`config.mk`:
```
export PLATFORM = sky130hd
export DESIGN_NAME = playfair_digraph_encryptor
export DESIGN_NICKNAME = d
export VERILOG_FILES = /design/src/hdl/plf_pkg.sv /design/src/hdl/plf_ram.sv /design/src/hdl/plf_addr_unit.sv /design/src/hdl/playfair_digraph_encryptor.sv
export SDC_FILE = /design/constraint.sdc
export NUM_CORES = 1
export LEC_CHECK = 0
export ABC_AREA = 1
export BUFFER_PORTS_ARGS = -buffer_cell sky130_fd_sc_hd__buf_2
export CAP_MARGIN = 20
export CORE_UTILIZATION = 45
export CTS_BUF_LIST = sky130_fd_sc_hd__clkbuf_4
export CTS_CLUSTER_SIZE = 24
export DETAILED_ROUTE_END_ITERATION = 6
export GPL_TIMING_DRIVEN = 0
export SLEW_MARGIN = 0
export SYNTH_ARGS = -nofsm -noshare
export SYNTH_HDL_FRONTEND = slang
export SYNTH_HIERARCHICAL = 1
export SYNTH_SLANG_ARGS = --single-unit
```
`constraint.sdc`:
```
create_clock -name clk_i -period 9.75 [get_ports clk_i]
set_clock_uncertainty 0.1 [all_clocks]
set_input_delay 1.95 -clock clk_i [delete_from_list [all_inputs] [get_ports clk_i]]
set_output_delay 1.95 -clock clk_i [all_outputs]
set_load 0.05 [all_outputs]
```
`src/hdl/plf_pkg.sv`:
```
// Shared types, codes and letter helpers for the Playfair digraph encryptor.
package plf_pkg;

  localparam int unsigned Cells   = 25;
  localparam int unsigned Letters = 26;
  localparam int unsigned CellAw  = $clog2(Cells);
  localparam int unsigned LetAw   = $clog2(Letters);

  localparam logic [LetAw-1:0] IdxI = LetAw'(8);
  localparam logic [LetAw-1:0] IdxJ = LetAw'(9);
  localparam logic [LetAw-1:0] IdxX = LetAw'(23);
  localparam logic [LetAw-1:0] IdxLast = LetAw'(Letters - 1);

  localparam logic [6:0] AsciiA = 7'd65;

  typedef enum logic [1:0] {
    ACT_CLEAR    = 2'd0,
    ACT_KEY      = 2'd1,
    ACT_COMPLETE = 2'd2,
    ACT_ENCRYPT  = 2'd3
  } action_e;

  typedef enum logic [1:0] {
    STATUS_OK        = 2'd0,
    STATUS_NOT_FOUND = 2'd1,
    STATUS_NOT_READY = 2'd2
  } status_e;

  typedef struct packed {
    logic             valid;
    logic [LetAw-1:0] idx;
  } letter_t;

  typedef struct packed {
    logic [CellAw-1:0] first;
    logic [CellAw-1:0] second;
  } cell_pair_t;

  // Maps a raw byte to a letter index with lower case folded to upper and J to I.
  function automatic letter_t letter_index(input logic [7:0] c);
    letter_t r;
    r.valid = 1'b1;
    r.idx   = '0;
    if (c >= 8'd65 && c <= 8'd90) begin
      r.idx = LetAw'(c - 8'd65);
    end else if (c >= 8'd97 && c <= 8'd122) begin
      r.idx = LetAw'(c - 8'd97);
    end else begin
      r.valid = 1'b0;
    end
    if (r.idx == IdxJ) begin
      r.idx = IdxI;
    end
    return r;
  endfunction

endpackage

```
`src/hdl/plf_ram.sv`:
```
// Simple one-write, one-read memory with a registered read port.
module plf_ram #(
  parameter int unsigned Depth = 25,
  parameter int unsigned Width = 5
) (
  input  logic                     clk_i,
  input  logic                     we_i,
  input  logic [$clog2(Depth)-1:0] waddr_i,
  input  logic [Width-1:0]         wdata_i,
  input  logic [$clog2(Depth)-1:0] raddr_i,
  output logic [Width-1:0]         rdata_o
);

  logic [Width-1:0] mem [Depth];
  logic [Width-1:0] rdata_q;

  always_ff @(posedge clk_i) begin
    if (we_i) begin
      mem[waddr_i] <= wdata_i;
    end
    rdata_q <= mem[raddr_i];
  end

  assign rdata_o = rdata_q;

endmodule

```
`src/hdl/plf_addr_unit.sv`:
```
// Turns two letter positions into the two cell addresses of the cipher letters.
module plf_addr_unit (
  input  logic [plf_pkg::CellAw-1:0] pos_a_i,
  input  logic [plf_pkg::CellAw-1:0] pos_b_i,
  output plf_pkg::cell_pair_t        cells_o
);
  import plf_pkg::*;

  function automatic logic [2:0] row_of(input logic [CellAw-1:0] p);
    logic [2:0] r;
    if (p >= CellAw'(20)) begin
      r = 3'd4;
    end else if (p >= CellAw'(15)) begin
      r = 3'd3;
    end else if (p >= CellAw'(10)) begin
      r = 3'd2;
    end else if (p >= CellAw'(5)) begin
      r = 3'd1;
    end else begin
      r = 3'd0;
    end
    return r;
  endfunction

  function automatic logic [2:0] wrap_inc(input logic [2:0] v);
    return (v == 3'd4) ? 3'd0 : v + 3'd1;
  endfunction

  function automatic logic [CellAw-1:0] addr_of(input logic [2:0] r, input logic [2:0] c);
    return CellAw'({2'b00, r} * 5'd5 + {2'b00, c});
  endfunction

  logic [2:0] r1, c1, r2, c2;

  always_comb begin
    r1 = row_of(pos_a_i);
    r2 = row_of(pos_b_i);
    c1 = 3'(pos_a_i - CellAw'({2'b00, r1} * 5'd5));
    c2 = 3'(pos_b_i - CellAw'({2'b00, r2} * 5'd5));
    priority if (r1 == r2) begin
      cells_o.first  = addr_of(r1, wrap_inc(c1));
      cells_o.second = addr_of(r2, wrap_inc(c2));
    end else if (c1 == c2) begin
      cells_o.first  = addr_of(wrap_inc(r1), c1);
      cells_o.second = addr_of(wrap_inc(r2), c2);
    end else begin
      cells_o.first  = addr_of(r1, c2);
      cells_o.second = addr_of(r2, c1);
    end
  end

endmodule

```
`src/hdl/playfair_digraph_encryptor.sv`:
```
// Top level of the Playfair digraph encryptor: sequencer, key state and result register.
// Clear and key-letter requests complete at acceptance and leave busy_o low. A complete
// request holds busy_o while it steps through the letter codes, one letter code a cycle.
// An encrypt request holds busy_o through PosA, PosB, Addr, Cell2 and Out (two position reads,
// two cell reads, one read port per store); valid_o rises as busy_o falls. A failing encrypt
// answers in the next cycle. Reset clears all control state. The receiver cannot stall results.
module playfair_digraph_encryptor (
  input  logic       clk_i,
  input  logic       rst_ni,
  input  logic       start_i,
  output logic       busy_o,
  input  logic [1:0] action_i,
  input  logic [7:0] first_char_i,
  input  logic [7:0] second_char_i,
  input  logic       has_second_i,
  output logic       valid_o,
  output logic [6:0] cipher_first_o,
  output logic [6:0] cipher_second_o,
  output logic [1:0] status_o
);
  import plf_pkg::*;

  // Sequencer states.
  localparam logic [2:0] StIdle  = 3'd0;
  localparam logic [2:0] StFill  = 3'd1;
  localparam logic [2:0] StPosA  = 3'd2;
  localparam logic [2:0] StPosB  = 3'd3;
  localparam logic [2:0] StAddr  = 3'd4;
  localparam logic [2:0] StCell2 = 3'd5;
  localparam logic [2:0] StOut   = 3'd6;

  logic [2:0]         state_q, state_d;
  logic [Letters-1:0] seen_q, seen_d;
  logic [CellAw-1:0]  fill_q, fill_d;
  logic               ready_q, ready_d;
  logic [LetAw-1:0]   cnt_q, cnt_d;

  // Held letters of the pair being encrypted and intermediate results.
  logic [LetAw-1:0]  a_q, a_d, b_q, b_d;
  logic [CellAw-1:0] pa_q, pa_d, o2addr_q, o2addr_d;
  logic [LetAw-1:0]  o1_q, o1_d;

  logic       valid_q, valid_d;
  logic [6:0] first_q, first_d, second_q, second_d;
  logic [1:0] status_q, status_d;

  letter_t    let_a, let_b;
  logic       accept;

  // Memory ports.
  logic              cell_we, pos_we;
  logic [CellAw-1:0] cell_waddr, cell_raddr, cell_rdata_pos;
  logic [LetAw-1:0]  cell_wdata, cell_rdata;
  logic [LetAw-1:0]  pos_waddr, pos_raddr;
  logic [CellAw-1:0] pos_wdata, pos_rdata;
  logic [LetAw-1:0]  place_idx;
  logic              place_en;

  cell_pair_t        pair_addr;

  assign accept = start_i && !busy_o;
  assign busy_o = (state_q != StIdle);

  assign let_a = letter_index(first_char_i);
  always_comb begin
    if (has_second_i) begin
      let_b = letter_index(second_char_i);
    end else begin
      let_b.valid = 1'b1;
      let_b.idx   = IdxX;
    end
  end

  // Cell number -> letter code store and letter code -> cell number store.
  plf_ram #(.Depth(Cells), .Width(LetAw)) u_cells (
    .clk_i   (clk_i),
    .we_i    (cell_we),
    .waddr_i (cell_waddr),
    .wdata_i (cell_wdata),
    .raddr_i (cell_raddr),
    .rdata_o (cell_rdata)
  );

  plf_ram #(.Depth(Letters), .Width(CellAw)) u_pos (
    .clk_i   (clk_i),
    .we_i    (pos_we),
    .waddr_i (pos_waddr),
    .wdata_i (pos_wdata),
    .raddr_i (pos_raddr),
    .rdata_o (pos_rdata)
  );

  // The pair geometry is resolved once both positions are known.
  assign cell_rdata_pos = pos_rdata;
  plf_addr_unit u_addr (
    .pos_a_i (pa_q),
    .pos_b_i (cell_rdata_pos),
    .cells_o (pair_addr)
  );

  // Placing a letter writes both stores at once, guarded by seen bit and free space.
  always_comb begin
    place_en = 1'b0;
    place_idx = let_a.idx;
    if (state_q == StFill) begin
      place_idx = cnt_q;
      place_en  = (cnt_q != IdxJ);
    end else if (accept && action_e'(action_i) == ACT_KEY) begin
      place_en = let_a.valid;
    end
  end

  logic do_place;
  assign do_place = place_en && !seen_q[place_idx] && (fill_q < CellAw'(Cells));

  assign cell_we    = do_place;
  assign cell_waddr = fill_q;
  assign cell_wdata = place_idx;
  assign pos_we     = do_place;
  assign pos_waddr  = place_idx;
  assign pos_wdata  = fill_q;

  assign pos_raddr  = (state_q == StPosA) ? a_q : b_q;
  assign cell_raddr = (state_q == StAddr) ? pair_addr.first : o2addr_q;

  always_comb begin
    state_d  = state_q;
    seen_d   = seen_q;
    fill_d   = fill_q;
    ready_d  = ready_q;
    cnt_d    = cnt_q;
    a_d      = a_q;
    b_d      = b_q;
    pa_d     = pa_q;
    o2addr_d = o2addr_q;
    o1_d     = o1_q;
    valid_d  = 1'b0;
    first_d  = first_q;
    second_d = second_q;
    status_d = status_q;

    if (do_place) begin
      seen_d[place_idx] = 1'b1;
      fill_d            = fill_q + CellAw'(1);
    end

    unique case (state_q)
      StIdle: begin
        if (accept) begin
          unique case (action_e'(action_i))
            ACT_CLEAR: begin
              seen_d  = '0;
              fill_d  = '0;
              ready_d = 1'b0;
            end
            ACT_KEY: begin
              // Placement is handled by the shared write path above.
            end
            ACT_COMPLETE: begin
              cnt_d   = '0;
              state_d = StFill;
            end
            ACT_ENCRYPT: begin
              a_d = let_a.idx;
              b_d = let_b.idx;
              if (!ready_q) begin
                valid_d  = 1'b1;
                first_d  = '0;
                second_d = '0;
                status_d = STATUS_NOT_READY;
              end else if (!let_a.valid || !let_b.valid) begin
                valid_d  = 1'b1;
                first_d  = '0;
                second_d = '0;
                status_d = STATUS_NOT_FOUND;
              end else begin
                state_d = StPosA;
              end
            end
            default: ;
          endcase
        end
      end
      StFill: begin
        if (cnt_q == IdxLast) begin
          ready_d = 1'b1;
          state_d = StIdle;
        end else begin
          cnt_d = cnt_q + LetAw'(1);
        end
      end
      StPosA: begin
        state_d = StPosB;
      end
      StPosB: begin
        pa_d    = pos_rdata;
        state_d = StAddr;
      end
      StAddr: begin
        o2addr_d = pair_addr.second;
        state_d  = StCell2;
      end
      StCell2: begin
        o1_d    = cell_rdata;
        state_d = StOut;
      end
      StOut: begin
        valid_d  = 1'b1;
        first_d  = AsciiA + 7'(o1_q);
        second_d = AsciiA + 7'(cell_rdata);
        status_d = STATUS_OK;
        state_d  = StIdle;
      end
      default: begin
        state_d = StIdle;
      end
    endcase
  end

  // Control state.
  always_ff @(posedge clk_i or negedge rst_ni) begin
    if (!rst_ni) begin
      state_q <= StIdle;
      seen_q  <= '0;
      fill_q  <= '0;
      ready_q <= 1'b0;
      cnt_q   <= '0;
      valid_q <= 1'b0;
    end else begin
      state_q <= state_d;
      seen_q  <= seen_d;
      fill_q  <= fill_d;
      ready_q <= ready_d;
      cnt_q   <= cnt_d;
      valid_q <= valid_d;
    end
  end

  // Payload registers.
  always_ff @(posedge clk_i) begin
    a_q      <= a_d;
    b_q      <= b_d;
    pa_q     <= pa_d;
    o2addr_q <= o2addr_d;
    o1_q     <= o1_d;
    first_q  <= first_d;
    second_q <= second_d;
    status_q <= status_d;
  end

  assign valid_o         = valid_q;
  assign cipher_first_o  = first_q;
  assign cipher_second_o = second_q;
  assign status_o        = status_q;

endmodule
```
# After elaboration in Yosys (flattened, before gate mapping)
# Memories as Yosys holds them, arrays and structs flattened. A register that Yosys moved wholly into a read port is not among the register bits.
# Cells that the tools add are included.
# classes
add_sub_neg	20
n_mul	4
n_div	0
magnitude_cmp	19
eq_ne	29
n_shift	0
mux	75
bitwise_logic	1
n_reduce_logical	24
# op_table
operator	n
two-way mux 26 bit	4
two-way mux 5 bit	17
two-way mux 3 bit	14
greater-or-equal comparator 8 x 7 -> 1 bit, second input constant	4
less-or-equal comparator 8 x 7 -> 1 bit, second input constant	4
adder 5 x 3 -> 5 bit	6
two-way mux 7 bit	4
case mux 7 bit (2 select lines)	2
OR 26 bit	1
equality test 3 bit, second input constant	7
greater-or-equal comparator 5 x 4 -> 1 bit, second input constant	4
multiplier 3 x 3 -> 5 bit, second input constant	4
two-way mux 10 bit	2
subtractor 5 x 1 -> 5 bit, second input constant	4
two-way mux 1 bit	19
case mux 3 bit (6 select lines)	1
adder 7 x 5 -> 7 bit, first input constant	2
adder 3 x 1 -> 3 bit, second input constant	4
AND reduction 4 bit	3
adder 5 x 1 -> 5 bit, second input constant	2
equality test 5 x 4 -> 1 bit, second input constant	2
greater-or-equal comparator 5 x 3 -> 1 bit, second input constant	2
greater-or-equal comparator 5 bit, second input constant	2
case mux 5 bit (2 select lines)	1
other kinds (31)	57
# word_totals
regBits	82
latch_bits	0
mem_bits_rw	255
romBits	0
inputBits	22
word_cells	188
memories	2
# mem_list
name	words	word_bits	read_ports	rd_ports_with_merged_regs	wr	line	text
u_pos.mem	26	5	1	1	1	plf_ram.sv:14	logic [Width-1:0] mem [Depth];
u_cells.mem	25	5	1	1	1	plf_ram.sv:14	

# Longest topological paths before layout
# logic_depth
depth_word	16
mapped_depth	34

# By module
# The synthesis kept the hierarchy.
# by_module_without_submodules
module	n_inst	cells_per_inst	area_per_inst_um2
plf_ram at u_pos	1	516	5662.9
plf_ram at u_cells	1	528	5556.6
playfair_digraph_encryptor	1	568	4815.9
plf_addr_unit	1	257	1607.8

# Worst setup path before layout
# OpenSTA, ideal clock, no wires.
# synth_timing
kind	input -> register
start	input first_char_i[0]
end	memory u_cells.mem[24][0], enable pin
t_arrival_ns	4.755
slack_ns	4.514
path_stages	17
path_buffers	0
cell_sequence	inv_2 > ha_1 > inv_1 > nor2_1 > nand3_1 > nand2_1 > a21oi_4 > nand2_1 > o21ai_2 > nor2_1 > nand2_1 > nand2_2 > nor2_8 > nand2_2 > inv_2 > nand2_1 > nor4_1
# synth_between
elab_chain_cells	14
# synth_rtl
element	line	text
from (decl)	playfair_digraph_encryptor.sv:13	input logic [7:0] first_char_i,
greater-or-equal comparator 8 x 7 -> 1 bit / less-or-equal comparator 8 x 7 -> 1 bit (equally long branches)	plf_pkg.sv:46	end else if (c >= 8'd97 && c <= 8'd122) begin
logical AND 1 bit	plf_pkg.sv:46	
two-way mux 5 bit	plf_pkg.sv:46	
two-way mux 5 bit (*)	plf_pkg.sv:44	if (c >= 8'd65 && c <= 8'd90) begin
equality test 5 x 4 -> 1 bit	plf_pkg.sv:51	if (r.idx == IdxJ) begin
two-way mux 5 bit (*)	plf_pkg.sv:51	
two-way mux 5 bit (*)	playfair_digraph_encryptor.sv:105	if (state_q == StFill) begin
net cell_wdata[4]	playfair_digraph_encryptor.sv:53	logic [LetAw-1:0] cell_wdata, cell_rdata;
binary-select mux 1 bit (select 5 bit) (*)	playfair_digraph_encryptor.sv:114	assign do_place = place_en && !seen_q[place_idx] && (fill_q < CellAw'(Cells));
two-way mux 1 bit (not written as such) (*)	playfair_digraph_encryptor.sv:114	
logical NOT 1 bit (*)	playfair_digraph_encryptor.sv:114	
logical AND 1 bit (*) (2 in a row)	playfair_digraph_encryptor.sv:114	
net cell_we	playfair_digraph_encryptor.sv:51	logic cell_we, pos_we;
two-way mux 1 bit (*)	plf_ram.sv:18	if (we_i) begin
two-way mux 1 bit (not written as such) (*)	plf_ram.sv:19	mem[waddr_i] <= wdata_i;
to (decl)	plf_ram.sv:14	
# Mark *: on every way through the listed nets, which the timed path passes. The rest lies on a longest branch. The select of a mux whose other input is x is not followed.

# Worst setup path in the final report
# layout_timing
start	input first_char_i[0]
end	memory u_cells.mem[24][2], enable pin
# Same word-level chain as after synthesis.

==> run summary <==
Setup TNS Final - 0 ns
Min Tclk post-route - 5.650 ns
Commonest non-fill, non-tap cells in the layout - 543 x nand2_1, 295 x edfxtp_1, 250 x nand3_1
PD cells - 254.5 mW/mm^2
Die W - 200.0 microns
Fin. Hold Viols - 0
Largest net degree at the start of global routing - 42
Worst VDD drop - 141.4 uV
Grt ovf - 0
Drt via density - 5.047
Startpoint Class - primary input
Cts bufs inserted - 91
Switching portion of total power - 0.3711
Post-Syn Nets - 1943
Most used cell, CP - nand2_1
Clock latency on the worst-skew pair - 0.75 ns
Library cells used by synthesis - 47
Crit-path slowest cell - nor4_1
H-tree levels - 3
Setup Buffers After CTS - 0
Initial Util - 0.4565
FMAX - 0.1770 GHz
Final Non-Filler Cells - 2595
Crit Path Max Fanout - 17
CTS Hold Buffers Added - 0
Clk pin slew, worst setup/hold paths - 0.07 ns
CP Data Required Time - 9.98 ns
Setup-failing EPs final - 0
Combinational share of power - 0.338
First-pass DRT Iterations - 7
Inst Count DP - 2433
Final hold slack - 0.3160 ns
Synthesized flop and latch total - 346
Mean post-synth cell area - 9.440 sq um
Slowest Stage Delay on Critical Path - 0.79 ns
Hold Crit Class - reg -> reg
Post-route ant nets - 0
Post-Syn Instances - 1869
# resized after CTS - 0
Core Area - 0.03865 sq mm
Post-route clock period utilization - 0.5795
CTS root buffer - clkbuf_4
Vias in the first global route - 12930
CTS tree - done
IO Pins - 40
Setup WS pre-CTS - 3.376 ns
Critical path type - in -> reg
Critical path, cell by cell - buf_2, inv_2, ha_1, inv_1, nor2_1, nand3_1, nand2_1, a21oi_4, nand2_1, nand2_1, nand2_1, inv_1, nor2_1, nand2_1, nand2_2, nor2_8, nand2_2, inv_2, nand2_1, nor4_1
Deepest clock path buffer count - 3
FF/Latch Area - 0.01009 sq mm
CP Capture Type - flip-flop
Fillers - 3598
First-pass GRT wire length - 66940 microns
GPL Wtd Cong - 0.8734
Share of cells above drive strength 1 - 0.1753
DR iter-0 viols - 881
Remaining DRCs - 1
Static Leak - 8.632 nW
Clock power frac - 0.248
All-Layer GR Usage - 0.2186
Vias - 13100
WL/cell - 16.27 microns
Clk sinks - 346
Layout Nets - 2082
Commonest non-fill, non-tap cell in the layout - nand2_1
Slew margin rel. - 0.2621
Slew Viols, Final - 0
Sequential power share - 0.414
Post-Syn Area - 0.01764 sq mm
Cell-internal power - 3.173 mW
Ys Warns - 6
PortBufs - 39
Std-Cell Rows - 72
Fin worst setup slack - 4.100 ns
Initial antenna violation count - 1
Area of the multi-input gates - 0.006181 sq mm
DP HPWL - 29140 microns
Unrepaired setup endpoints after global routing - false
WL final - 42220 microns
Failing checks - design-rule violations
MaxCap Viol Count - 0
Chip height - 200.0 microns
Status - finished, violations left
Net Switching - 1.872 mW
Arr. time, crit path - 5.88 ns
Worst-Margin Slew - 1.098 ns
Area Growth Syn to Fin - 12.37%
Register area share after synthesis - 0.5716
Die area - 0.04000 sq mm
[state kept, by name (all words and copies together) (netlist names), 6 cells and up]
register	count
u_cells/mem	125
cipher_second_o	6
cipher_first_o	7
seen_q	26
u_pos/mem	130
[layout make-up]
type                    instances  share of cell area
plain buffers                  63             0.02259
diodes                          1           0.0001262
multi-input cells            1211              0.3118
inverters                     249             0.04727
clock buffers                 147             0.05566
clock inverters                14            0.002840
well taps                     518             0.03269
repair buffers                 46             0.01830
flip-flops and latches        346              0.5087
[worst paths after layout]
check | start | to | slack (ns) | cells after the start
worst max-delay path | first_char_i[0] | u_cells/mem[24][2]$_DFFE_PP_ | 4.10 | 20
worst min-delay path | u_cells/rdata_o[4]$_DFF_P_ | o1_q[4]$_DFFE_PN_ | 0.32 | 0
worst max register to register | pa_q[4]$_DFFE_PP_ | u_cells/rdata_o[4]$_DFF_P_ | 4.28 | 28
worst min register to register | u_cells/rdata_o[4]$_DFF_P_ | o1_q[4]$_DFFE_PN_ | 0.32 | 0
max in group asynchronous | rst_ni | cell_waddr[2]$_DFF_PN0_ | 7.66 | 1
min in group asynchronous | rst_ni | seen_q[7]$_DFF_PN0_ | 1.23 | 1
[per-stage QoR]
step	util	instance area (sq um)	total power [mW]
after global routing	0.5130	19830	5.371
after global placement	0.4783	18490	3.727
after detailed placement	0.4829	18660	3.828
after floorplan	-	17640	3.251
after CTS	0.5129	19820	5.091
final	0.5130	19830	5.046
[critical path: cells and delay by family]
| kind | cells | cell delay (ns) |
|---|---|---|
| AND/OR/NAND/NOR | 13 | 2.32 |
| buffers and inverters | 5 | 1.09 |
| AO/OA/AOI/OAI | 1 | 0.29 |
| adder cells (fa/ha/maj) | 1 | 0.23 |
[cells in the mapped netlist (all sizes together)]
library cell / number / area share
nor2: 151 / 0.034
inv: 248 / 0.053
buf: 50 / 0.023
nor4: 3 / 0.0011
ha: 44 / 0.031
clkbuf: 13 / 0.0028
or2: 10 / 0.0035
o211ai: 4 / 0.0023
and3: 1 / 0.00035
edfxtp: 295 / 0.50
o311ai: 1 / 0.00050
xnor2: 4 / 0.0020
o21a: 1 / 0.00043
fa: 8 / 0.0091
o22ai: 2 / 0.00071
nand4: 1 / 0.00035
a21o: 3 / 0.0013
o21ai: 35 / 0.011
nand3: 283 / 0.090
dfxtp: 10 / 0.011
a21oi: 55 / 0.022
nand3b: 13 / 0.0055
a31oi: 1 / 0.00035
nand2: 562 / 0.12
clkinv: 1 / 0.00021
and2: 2 / 0.00071
xor2: 15 / 0.0074
dfrtp: 41 / 0.058
nor3: 12 / 0.0034
[power by group through the flow]
stage                     logic [mW]  registers [mW]  clock network (mW)
after floorplan                 1.16            2.09                   0
after global routing            1.91            2.11                1.35
after detailed placement        1.71            2.12                   0
final                           1.71            2.09                1.25
after CTS                       1.71            2.09                1.29
after global placement          1.56            2.16                   0
[routing by layer]
layer | global-route usage | up-vias | routed length [microns]
li1 | - | 6476 | -
met1 | 0.2808 | 6162 | 18510
met2 | 0.3639 | 372 | 20090
met3 | 0.03915 | 86 | 2442
met4 | 0.09245 | 0 | 1180
met5 | 0 | - | 0
[kinds of logic (layout without fill, tap and decap cells)]
| group | Yosys count | after routing | synth area share |
|---|---|---|---|
| AOI/OAI and AO/OA | 102 | 102 | 0.03766 |
| xor gates and xnor gates | 19 | 19 | 0.009432 |
| adders and majority gates | 52 | 52 | 0.04028 |
| buffers and inverters | 312 | 519 | 0.07851 |
| DFF | 346 | 346 | 0.5716 |
| other | 0 | 1 | 0 |
| and+or+nand+nor | 1038 | 1038 | 0.2625 |
No activity file was read; power rests on OpenSTA's default activity.
